### config.mk
export PLATFORM = sky130hd
export DESIGN_NAME = signed_rounded_reciprocal
export DESIGN_NICKNAME = d
export VERILOG_FILES = /design/src/rtl/srr_pkg.sv /design/src/rtl/signed_rounded_reciprocal.sv /design/src/rtl/srr_front.sv /design/src/rtl/srr_cell.sv /design/src/rtl/srr_back.sv
export VERILOG_INCLUDE_DIRS = /design/src /design/src/rtl
export SDC_FILE = /design/constraint.sdc
export NUM_CORES = 2
export LEC_CHECK = 0
export BUFFER_PORTS_ARGS = -buffer_cell sky130_fd_sc_hd__buf_2
export CAP_MARGIN = 20
export CORE_MARGIN = 3
export CORE_UTILIZATION = 55
export DETAILED_ROUTE_END_ITERATION = 8
export GPL_TIMING_DRIVEN = 0
export HOLD_SLACK_MARGIN = 0.06
export PLACE_DENSITY = 0.71
export REMOVE_ABC_BUFFERS = 1
export SYNTH_ARGS = -nofsm -noshare
export SYNTH_HDL_FRONTEND = slang
export SYNTH_SLANG_ARGS = --single-unit
### constraint.sdc
create_clock -name clk -period 5.17 [get_ports clk]
set_clock_uncertainty 0.1 [all_clocks]
set_input_delay 1.034 -clock clk [delete_from_list [all_inputs] [get_ports clk]]
set_output_delay 1.034 -clock clk [all_outputs]
set_load 0.05 [all_outputs]
### src/rtl/signed_rounded_reciprocal_defines.svh
// Assertion macros for the signed rounded reciprocal block.
// No dependencies; included by the top level only.
`ifndef SIGNED_ROUNDED_RECIPROCAL_DEFINES_SVH
`define SIGNED_ROUNDED_RECIPROCAL_DEFINES_SVH
`ifndef SYNTHESIS
// Check an implication at each clock edge outside reset.
`define SRR_ASSERT(label, clk, rst, prop) \
  label: assert property (@(posedge clk) disable iff (rst) prop) \
    else $error("srr assertion failed");
// Check that a condition never holds outside reset.
`define SRR_NEVER(label, clk, rst, expr) \
  label: assert property (@(posedge clk) disable iff (rst) !(expr)) \
    else $error("srr forbidden condition seen");
`else
`define SRR_ASSERT(label, clk, rst, prop)
`define SRR_NEVER(label, clk, rst, expr)
`endif
`endif

### src/rtl/srr_pkg.sv
// Shared types and constants for the signed rounded reciprocal pipeline.
// No dependencies.
package srr_pkg;

  // Default operand width.
  localparam int unsigned DATA_WIDTH_DEF = 32;

  // Per-beat control that travels with the data down the pipeline.
  typedef struct packed {
    logic valid;
    logic neg;
    logic zero;
  } srr_ctl_t;

endpackage

### src/rtl/signed_rounded_reciprocal.sv
// Top level of the signed rounded reciprocal: front stage, divider cell chain, back end.
// Depends on srr_pkg, srr_front, srr_cell, srr_back and the defines header.
//
// Returns round((2^W - 1) / |value|) with the sign of value, as a W-bit two's
// complement pattern, W = DATA_WIDTH. A zero operand gives reciprocal 0 with
// divide_by_zero set. The block takes one operand in every clock cycle
// (start while busy is low; busy is high only during reset) and delivers each
// result in order, as a one-cycle beat marked by done. The pipeline is the
// chain of DATA_WIDTH restoring-division cells, one quotient bit per cell,
// plus one magnitude stage and two stages for rounding and sign. The
// receiver cannot stall: a result must be taken in the cycle that done is high.
`include "signed_rounded_reciprocal_defines.svh"
module signed_rounded_reciprocal #(
  parameter int unsigned DATA_WIDTH = srr_pkg::DATA_WIDTH_DEF
) (
  input  logic                         clk,
  input  logic                         rst,
  input  logic                         start,
  output logic                         busy,
  input  logic signed [DATA_WIDTH-1:0] value,
  output logic                         done,
  output logic        [DATA_WIDTH-1:0] reciprocal,
  output logic                         divide_by_zero
);
  import srr_pkg::*;

  localparam int unsigned LATENCY = DATA_WIDTH + 3;

  srr_ctl_t              ctl_c [0:DATA_WIDTH];
  logic [DATA_WIDTH-1:0] mag_c [0:DATA_WIDTH];
  logic [DATA_WIDTH-1:0] rem_c [0:DATA_WIDTH];
  logic [DATA_WIDTH-1:0] quo_c [0:DATA_WIDTH];
  logic                  accept;

  // Refuse beats only while in reset
  assign busy   = rst;
  assign accept = start && !busy;

  // Magnitude stage
  srr_front #(.DATA_WIDTH(DATA_WIDTH)) u_front (
    .clk      (clk),
    .rst      (rst),
    .in_valid (accept),
    .value    (value),
    .ctl      (ctl_c[0]),
    .mag      (mag_c[0])
  );

  // Division starts with empty remainder and quotient
  assign rem_c[0] = '0;
  assign quo_c[0] = '0;

  // One cell per quotient bit
  for (genvar i = 0; i < DATA_WIDTH; i++) begin : g_cell
    srr_cell #(.DATA_WIDTH(DATA_WIDTH)) u_cell (
      .clk     (clk),
      .rst     (rst),
      .ctl_in  (ctl_c[i]),
      .mag_in  (mag_c[i]),
      .rem_in  (rem_c[i]),
      .quo_in  (quo_c[i]),
      .ctl_out (ctl_c[i+1]),
      .mag_out (mag_c[i+1]),
      .rem_out (rem_c[i+1]),
      .quo_out (quo_c[i+1])
    );
  end

  // Rounding, sign and result register
  srr_back #(.DATA_WIDTH(DATA_WIDTH)) u_back (
    .clk            (clk),
    .rst            (rst),
    .ctl_in         (ctl_c[DATA_WIDTH]),
    .mag_in         (mag_c[DATA_WIDTH]),
    .rem_in         (rem_c[DATA_WIDTH]),
    .quo_in         (quo_c[DATA_WIDTH]),
    .done           (done),
    .reciprocal     (reciprocal),
    .divide_by_zero (divide_by_zero)
  );

  // Every result beat traces back to an accepted operand at fixed latency
  `SRR_ASSERT(a_done_latency, clk, rst, done |-> $past(accept, LATENCY))
  // Zero flag follows the operand that produced the beat
  `SRR_ASSERT(a_dbz_match, clk, rst, done |-> (divide_by_zero == ($past(value, LATENCY) == '0)))
  // A flagged beat carries a zero result
  `SRR_NEVER(a_dbz_zero, clk, rst, done && divide_by_zero && (reciprocal != '0))
  // A nonzero operand never yields a zero reciprocal
  `SRR_NEVER(a_nonzero, clk, rst, done && !divide_by_zero && (reciprocal == '0))

endmodule

### src/rtl/srr_front.sv
// Front stage: sign split and magnitude of the operand.
// Depends on srr_pkg.
module srr_front #(
  parameter int unsigned DATA_WIDTH = srr_pkg::DATA_WIDTH_DEF
) (
  input  logic                  clk,
  input  logic                  rst,
  input  logic                  in_valid,
  input  logic [DATA_WIDTH-1:0] value,
  output srr_pkg::srr_ctl_t     ctl,
  output logic [DATA_WIDTH-1:0] mag
);
  import srr_pkg::*;

  srr_ctl_t              ctl_next;
  logic [DATA_WIDTH-1:0] mag_next;

  // Split sign and take the magnitude; the most negative value maps to 2^(W-1)
  always_comb begin
    ctl_next.valid = in_valid;
    ctl_next.neg   = value[DATA_WIDTH-1];
    ctl_next.zero  = (value == '0);
    mag_next       = value[DATA_WIDTH-1] ? (~value + 1'b1) : value;
  end

  // Register the beat
  always_ff @(posedge clk) begin
    if (rst) begin
      ctl.valid <= 1'b0;
    end else begin
      ctl.valid <= ctl_next.valid;
    end
    ctl.neg  <= ctl_next.neg;
    ctl.zero <= ctl_next.zero;
    mag      <= mag_next;
  end

endmodule

### src/rtl/srr_cell.sv
// One restoring-division cell: produces one quotient bit of all-ones / mag.
// Depends on srr_pkg.
module srr_cell #(
  parameter int unsigned DATA_WIDTH = srr_pkg::DATA_WIDTH_DEF
) (
  input  logic                  clk,
  input  logic                  rst,
  input  srr_pkg::srr_ctl_t     ctl_in,
  input  logic [DATA_WIDTH-1:0] mag_in,
  input  logic [DATA_WIDTH-1:0] rem_in,
  input  logic [DATA_WIDTH-1:0] quo_in,
  output srr_pkg::srr_ctl_t     ctl_out,
  output logic [DATA_WIDTH-1:0] mag_out,
  output logic [DATA_WIDTH-1:0] rem_out,
  output logic [DATA_WIDTH-1:0] quo_out
);
  import srr_pkg::*;

  logic [DATA_WIDTH-1:0] trial;
  logic                  take;
  logic [DATA_WIDTH-1:0] rem_next;
  logic [DATA_WIDTH-1:0] quo_next;

  // Shift in the next dividend bit (always one) and try to subtract.
  // The remainder stays below mag <= 2^(W-1), so the shift never overflows.
  always_comb begin
    trial    = {rem_in[DATA_WIDTH-2:0], 1'b1};
    take     = (trial >= mag_in);
    rem_next = take ? (trial - mag_in) : trial;
    quo_next = {quo_in[DATA_WIDTH-2:0], take};
  end

  // Hand the beat to the next cell
  always_ff @(posedge clk) begin
    if (rst) begin
      ctl_out.valid <= 1'b0;
    end else begin
      ctl_out.valid <= ctl_in.valid;
    end
    ctl_out.neg  <= ctl_in.neg;
    ctl_out.zero <= ctl_in.zero;
    mag_out      <= mag_in;
    rem_out      <= rem_next;
    quo_out      <= quo_next;
  end

endmodule

### src/rtl/srr_back.sv
// Back end: rounding of the quotient, sign restore and result register.
// Depends on srr_pkg.
module srr_back #(
  parameter int unsigned DATA_WIDTH = srr_pkg::DATA_WIDTH_DEF
) (
  input  logic                  clk,
  input  logic                  rst,
  input  srr_pkg::srr_ctl_t     ctl_in,
  input  logic [DATA_WIDTH-1:0] mag_in,
  input  logic [DATA_WIDTH-1:0] rem_in,
  input  logic [DATA_WIDTH-1:0] quo_in,
  output logic                  done,
  output logic [DATA_WIDTH-1:0] reciprocal,
  output logic                  divide_by_zero
);
  import srr_pkg::*;

  srr_ctl_t              ctl_r;
  logic [DATA_WIDTH-1:0] quo_r;
  logic                  round_up;
  logic [DATA_WIDTH-1:0] quo_rnd_next;
  logic [DATA_WIDTH-1:0] res_next;

  // Round up when half the magnitude is strictly below the remainder
  always_comb begin
    round_up     = ((mag_in >> 1) < rem_in);
    quo_rnd_next = quo_in + {{(DATA_WIDTH-1){1'b0}}, round_up};
  end

  // Hold the rounded quotient
  always_ff @(posedge clk) begin
    if (rst) begin
      ctl_r.valid <= 1'b0;
    end else begin
      ctl_r.valid <= ctl_in.valid;
    end
    ctl_r.neg  <= ctl_in.neg;
    ctl_r.zero <= ctl_in.zero;
    quo_r      <= quo_rnd_next;
  end

  // Reapply the sign; force zero for a zero operand
  always_comb begin
    if (ctl_r.zero) begin
      res_next = '0;
    end else if (ctl_r.neg) begin
      res_next = ~quo_r + 1'b1;
    end else begin
      res_next = quo_r;
    end
  end

  // Present the result beat for one cycle
  always_ff @(posedge clk) begin
    reciprocal     <= res_next;
    divide_by_zero <= ctl_r.zero;
    if (rst) begin
      done <= 1'b0;
    end else begin
      done <= ctl_r.valid;
    end
  end

endmodule
-- Word level (Yosys, flattened, before mapping)
Index checks and enable logic that the tools add are counted.
W data, S select, Z words.
- add/sub/neg operators: 35
- eq/ne operators: 0
- order comparisons: 33
- multipliers: 0
- bitwise gates (word level): 2
- shift-type cells: 0
- divide/modulo/power cells: 0
- reduce and logical (&&, ||, !) cells: 3
- mux-type cells: 33
- operators by type and width (cell ; number):
    $ge A32 B32 Y1 ; 31
    $mux W31 ; 31
    $sub A31 B31 Y31 ; 30
    $add A32 B1 Y32 const B ; 2
    $mux W32 ; 2
    $not A32 Y32 ; 2
    $add A32 B1 Y32 ; 1
    $ge A1 B32 Y1 const A ; 1
    $logic_not A32 Y1 ; 1
    $lt A31 B32 Y1 ; 1
    $sub A32 B32 Y32 ; 1
    $sub A1 B31 Y31 const A ; 1
    $logic_and A1 B1 Y1 ; 1
    $logic_not A1 Y1 ; 1
- bits in latches: 0
- bits in writable memories: 0
- word-level logic and storage cells: 341
- bits of input ports: 35
- bits in read-only memories: 0
- output and inout bits: 35
- memories: 0
- bits in registers: 2745

-- Longest topological paths before layout
- word-level depth: 3
- depth in mapped cells: 19
- depth with buffers taken out: 19

-- Modules after synthesis
From an unflattened synthesis, not the netlist that was laid out.
- cell total of the unflattened synthesis: 14932
- area, all modules: 142218.9 um2
- modules (own cells, without submodules) (module ; instances ; cells an instance ; seq. area each (um2) ; area each (um2)):
    srr_cell (g_cell[23].u_cell ...) ; 14 ; 447 ; 1981.9 ; 4401.7
    srr_cell (g_cell[13].u_cell ...) ; 11 ; 458 ; 1981.9 ; 4209.0
    srr_cell (g_cell[30].u_cell ...) ; 3 ; 441 ; 1981.9 ; 4200.3
    srr_cell (g_cell[10].u_cell ...) ; 3 ; 451 ; 1981.9 ; 4161.5
    srr_cell (g_cell[0].u_cell) ; 1 ; 422 ; 1981.9 ; 4057.6
    srr_back ; 1 ; 392 ; 1381.3 ; 3622.2
    srr_front ; 1 ; 143 ; 700.7 ; 1505.2
    signed_rounded_reciprocal ; 1 ; 3 ; 0.0 ; 25.0

-- Worst setup path after synthesis
No wires, ideal clock.
- path kind: register to register
- start: reg g_cell[31].u_cell.rem_out[1]
- end: reg u_back.quo_r[26]
- buffers on the path: 0
- slack: 1528 ps
- data arrival time: 3424 ps
- stages on the path, launching flop included: 20
- data required time: 4952 ps
- setup time: 118 ps
- clock period less this slack: 3642 ps
- cell sequence: dfxtp_1 inv_1 ha_1 a21o_1 a21o_1 a21o_1 a21oi_1 nor2b_1 o21ai_0 a211o_1 a31oi_1 a311oi_1 ha_1 ha_1 and3_1 nor2b_1 and3_1 nor2b_1 nand3_1 xnor2_1
- cells in the longest elaborated chain, start to end: 2
- ends and longest elaborated chain (what ; RTL line ; source):
    start: declaration ; srr_cell.sv:14 ; output logic [DATA_WIDTH-1:0] rem_out,
    start signal: assignment ; srr_cell.sv:43 ; rem_out <= rem_next;
    $lt A31 B32 Y1 ; srr_back.sv:26 ; round_up = ((mag_in >> 1) < rem_in);
    $add A32 B1 Y32 ; srr_back.sv:27 ; quo_rnd_next = quo_in + {{(DATA_WIDTH-1){1'b0}}, round_up};
    via u_back.quo_rnd_next[26] ; srr_back.sv:21 ; logic [DATA_WIDTH-1:0] quo_rnd_next;
    end signal: assignment ; srr_back.sv:39 ; quo_r <= quo_rnd_next;
    end: declaration ; srr_back.sv:19 ; logic [DATA_WIDTH-1:0] quo_r;
The timed path passes the listed nets, and every way through them passes these cells.
A chain may end at the register's enable or synchronous reset.

-- Worst setup path after layout
- start: reg g_cell[25].u_cell.mag_out[21]
- end: reg g_cell[26].u_cell.rem_out[4]
- cells in the longest elaborated chain, start to end: 2
- ends and longest elaborated chain (what ; RTL line ; source):
    start: declaration ; srr_cell.sv:13 ; output logic [DATA_WIDTH-1:0] mag_out,
    start signal: assignment ; srr_cell.sv:42 ; mag_out <= mag_in;
    $ge A32 B32 Y1 ; srr_cell.sv:28 ; take = (trial >= mag_in);
    via g_cell[26].u_cell.take ; srr_cell.sv:20 ; logic take;
    $mux W31 ; srr_cell.sv:29 ; rem_next = take ? (trial - mag_in) : trial;
    via g_cell[26].u_cell.rem_next[4] ; srr_cell.sv:21 ; logic [DATA_WIDTH-1:0] rem_next;
    end signal: assignment ; srr_cell.sv:43 ;
    end: declaration ; srr_cell.sv:14 ;
The timed path passes the listed nets, and every way through them passes these cells.

==> impl_metrics.tcl <==
set metrics [dict create \
    p_leak_nw 62.7 \
    root_buffer "clkbuf_16" \
    final_common_cell "dfxtp_1" \
    cellPowerDensity_nw_per_um2 472 \
    final-max-slew-violation-count 0 \
    synth_ff_type "dfxtp_1" \
    start_util_pct 55.6 \
    grt_pass1_wl_um 451000 \
    fin_crit_sh_pct 98.8 \
    rsz0062_at_grt "false" \
    core_area_sq_um 216000 \
    yosys.area.top_type "dfxtp_1" \
    grt_pass1_vias 85261 \
    clkTransAtPathRegs_ns 0.06 \
    worst_setup_path_start_kind "flip-flop" \
    place_area_sq_um 123000 \
    post_synth_inst_count 12690 \
    setup_violations 0 \
    crit_chain "inv_1, ha_1, nand4_1, nor4_1, nand3_1, o21ai_0, a21oi_1, and3b_1, a221o_2, buf_12, inv_1, mux2_2" \
    post_cts_buffers 0 \
    die_w_um 473 \
    insertion_delay_ns 0.91 \
    synth-edff-count 0 \
    dpl.cell_count 15295 \
    final_cell_mix "dfxtp_1, inv_1, ha_1" \
    wirelength_um 285000 \
    worst_slew_pin_slew_ns 1.15 \
    cp.arrival_ns 5.81 \
    cts_tree "yes" \
    die_area_sq_um 224000 \
    nNetsFinal 13826 \
    rows 170 \
    vias 88759 \
    seq_area_frac_synth_pct 45.8 \
    timing.slew.headroom_pct 21.3 \
    drive_gt1_share_pct 8.13 \
    gp_congestion 0.987 \
    grt_antenna_before_repair 14 \
    peakVddDrop_mv 0.355 \
    grt_usage_pct 24.7 \
    grt_max_degree 56 \
    first_pass_iters 8 \
    slowest_stage "nor4_1" \
    overflow 0 \
    path_max_fanout 55 \
    ios 70 \
    netlist.area_leader.share_pct 45.8 \
    h-tree-depth 5 \
    hp-class "reg -> reg" \
    cp_slowest_stage_delay_ns 1.10 \
    status "finished, final reports clean" \
    cp.required_ns 5.87 \
    via_per_inst 5.61 \
    cap_violations 0 \
    synthTopCellsByArea "dfxtp_1, ha_1, inv_1, a21oi_1, xnor2_1" \
    yosysUniqueCellTypes 87 \
    synth-seq-cells 2744 \
    port_buffers 69 \
    die_h_um 473 \
    numClockSinks 2744 \
    async_flop_share_pct 0 \
    cts_buffer_depth 4 \
    synth_warnings 0 \
    synth.avg_cell_area_sq_um 9.45 \
    maxClockFrequency_mhz 196 \
    post_drt_wl_per_cell_um 18.0 \
    fillCellCount 17985 \
    period_minus_slack_ns 5.11 \
    cts_buffers 303 \
    syn2layout_area_growth_pct 11.3 \
    path_class "reg -> reg" \
    drtIter0Drc 7310 \
    post-route-cell-area_sq_um 133000 \
    finalHoldViolations 0 \
    drc 0 \
    finalNonFillerCells 15820 \
    end_kind "flip-flop" \
    dpl.hpwl_um 220000 \
    synth_area_sq_um 120000 \
    crit_top_cell "inv_1" \
    drtAntennaViolNets 0 \
]
==> area by class of cell <==
| class | instances | area [sq um] | share of cell area [%] |
|---|---|---|---|
| inverter | 1288 | 4830 | 3.62 |
| clock buffer | 414 | 8710 | 6.53 |
| antenna | 8 | 20.0 | 0.0150 |
| clock inverter | 101 | 1290 | 0.964 |
| sequential | 2744 | 54900 | 41.2 |
| multi-input combinational | 8324 | 59100 | 44.3 |
| tap | 2838 | 3550 | 2.66 |
| timing repair buffer | 103 | 1030 | 0.775 |
==> cell usage after synthesis, types with 49 or more instances <==
cell type / count
dfxtp_1: 2744
ha_1: 996
nor2b_1: 172
nand2b_1: 139
xnor2_1: 507
nor3_1: 126
inv_1: 1287
mux2_2: 378
o21a_1: 115
a21oi_1: 939
o31ai_1: 78
a21o_1: 539
a211oi_1: 62
clkbuf_1: 279
and2_1: 71
o21ai_0: 829
nand2_1: 947
nand3_1: 208
o21bai_1: 84
mux2i_1: 50
nor2_1: 602
xor2_1: 350
o211ai_1: 49
a31oi_1: 103
nand4_1: 180
and3_1: 126
==> per-stage QoR <==
stage,power (W),setup slack [ns],hold slack [ns],TNS [ns],utilization (%)
2_1_floorplan,0.0375,-0.588,0.210,-32.04,-
3_3_place_gp,0.0411,-3.78,0.210,-633.35,56.8
3_5_place_dp,0.0417,0.00225,0.212,0,57.2
4_1_cts,0.0634,0.182,0.134,0,61.8
5_1_grt,0.0666,0.0333,0.156,0,61.9
6_report,0.0630,0.0630,0.183,0,61.9
==> sequential cells by signal (all words and copies together) (netlist names) <==
name                   cells
g_cell.u_cell.rem_out    993
u_front.ctl                3
u_back.done                1
u_back.quo_r              32
g_cell.u_cell.ctl_out     96
u_back.reciprocal         32
g_cell.u_cell.mag_out   1023
u_back.ctl_r               3
u_back.divide_by_zero      1
g_cell.u_cell.quo_out    528
u_front.mag               32
==> critical path: cells and delay by family (launching register included) <==
kind                       cells  cell delay (ns)
DFF                            1             0.32
muxes                          1             0.35
adders and majority gates      1             0.55
and+or+nand+nor                4             2.30
AOI/OAI and AO/OA              3             0.95
buffers and inverters          3             0.39
==> power by group <==
part	internal [W]	switching, W	leakage [nW]
combinational	0.00712	0.00974	35.2
clock	0.0131	0.00832	4.88
sequential	0.0234	0.00134	22.6
total	0.0436	0.0194	62.7
==> kinds of logic (layout without fill, tap and decap cells) <==
logic type                 after synthesis  in the layout  synth area share (%)
xor gates and xnor gates               857            857                  6.26
adders and majority gates             1027           1027                  10.9
muxes                                  430            430                  3.99
DFF                                   2744           2744                  45.8
and+or+nand+nor                       2807           2807                  11.3
AOI/OAI and AO/OA                     3203           3203                  16.6
other                                    0              8                     0
buffers and inverters                 1622           1906                  5.11
==> metal layers <==
| metal | share of wire, % | GRT usage [%] | up-vias |
|---|---|---|---|
| met3 | 6.8 | 4.69 | 490 |
| met4 | 2.4 | 6.44 | 0 |
| met2 | 44 | 39.1 | 2531 |
| met1 | 47 | 34.5 | 41804 |
| li1 | - | - | 43934 |
| met5 | 0 | 0 | - |
==> path summary, 6_finish.rpt <==
| path | slack [ns] | endpoint | cells after the start | from |
|---|---|---|---|---|
| hold / removal | 0.18 | g_cell[17].u_cell.quo_out[2] | 0 | g_cell[16].u_cell.quo_out[1] |
| setup / recovery | 0.06 | g_cell[26].u_cell.rem_out[4] | 12 | g_cell[25].u_cell.mag_out[21] |
| setup reg to reg | 0.06 | g_cell[26].u_cell.rem_out[4] | 12 | g_cell[25].u_cell.mag_out[21] |
| hold reg to reg | 0.18 | g_cell[17].u_cell.quo_out[2] | 0 | g_cell[16].u_cell.quo_out[1] |
==> repair_timing <==
| item | CTS | global route |
|---|---|---|
| hold buffers | 0 | 0 |
| gates resized for setup | 1 | 0 |
| endpoints found under the hold margin | 0 | 0 |
| setup endpoints to repair | 1 | 1 |
| pin swaps | 0 | 1 |
(Power assumes the default switching activity.)
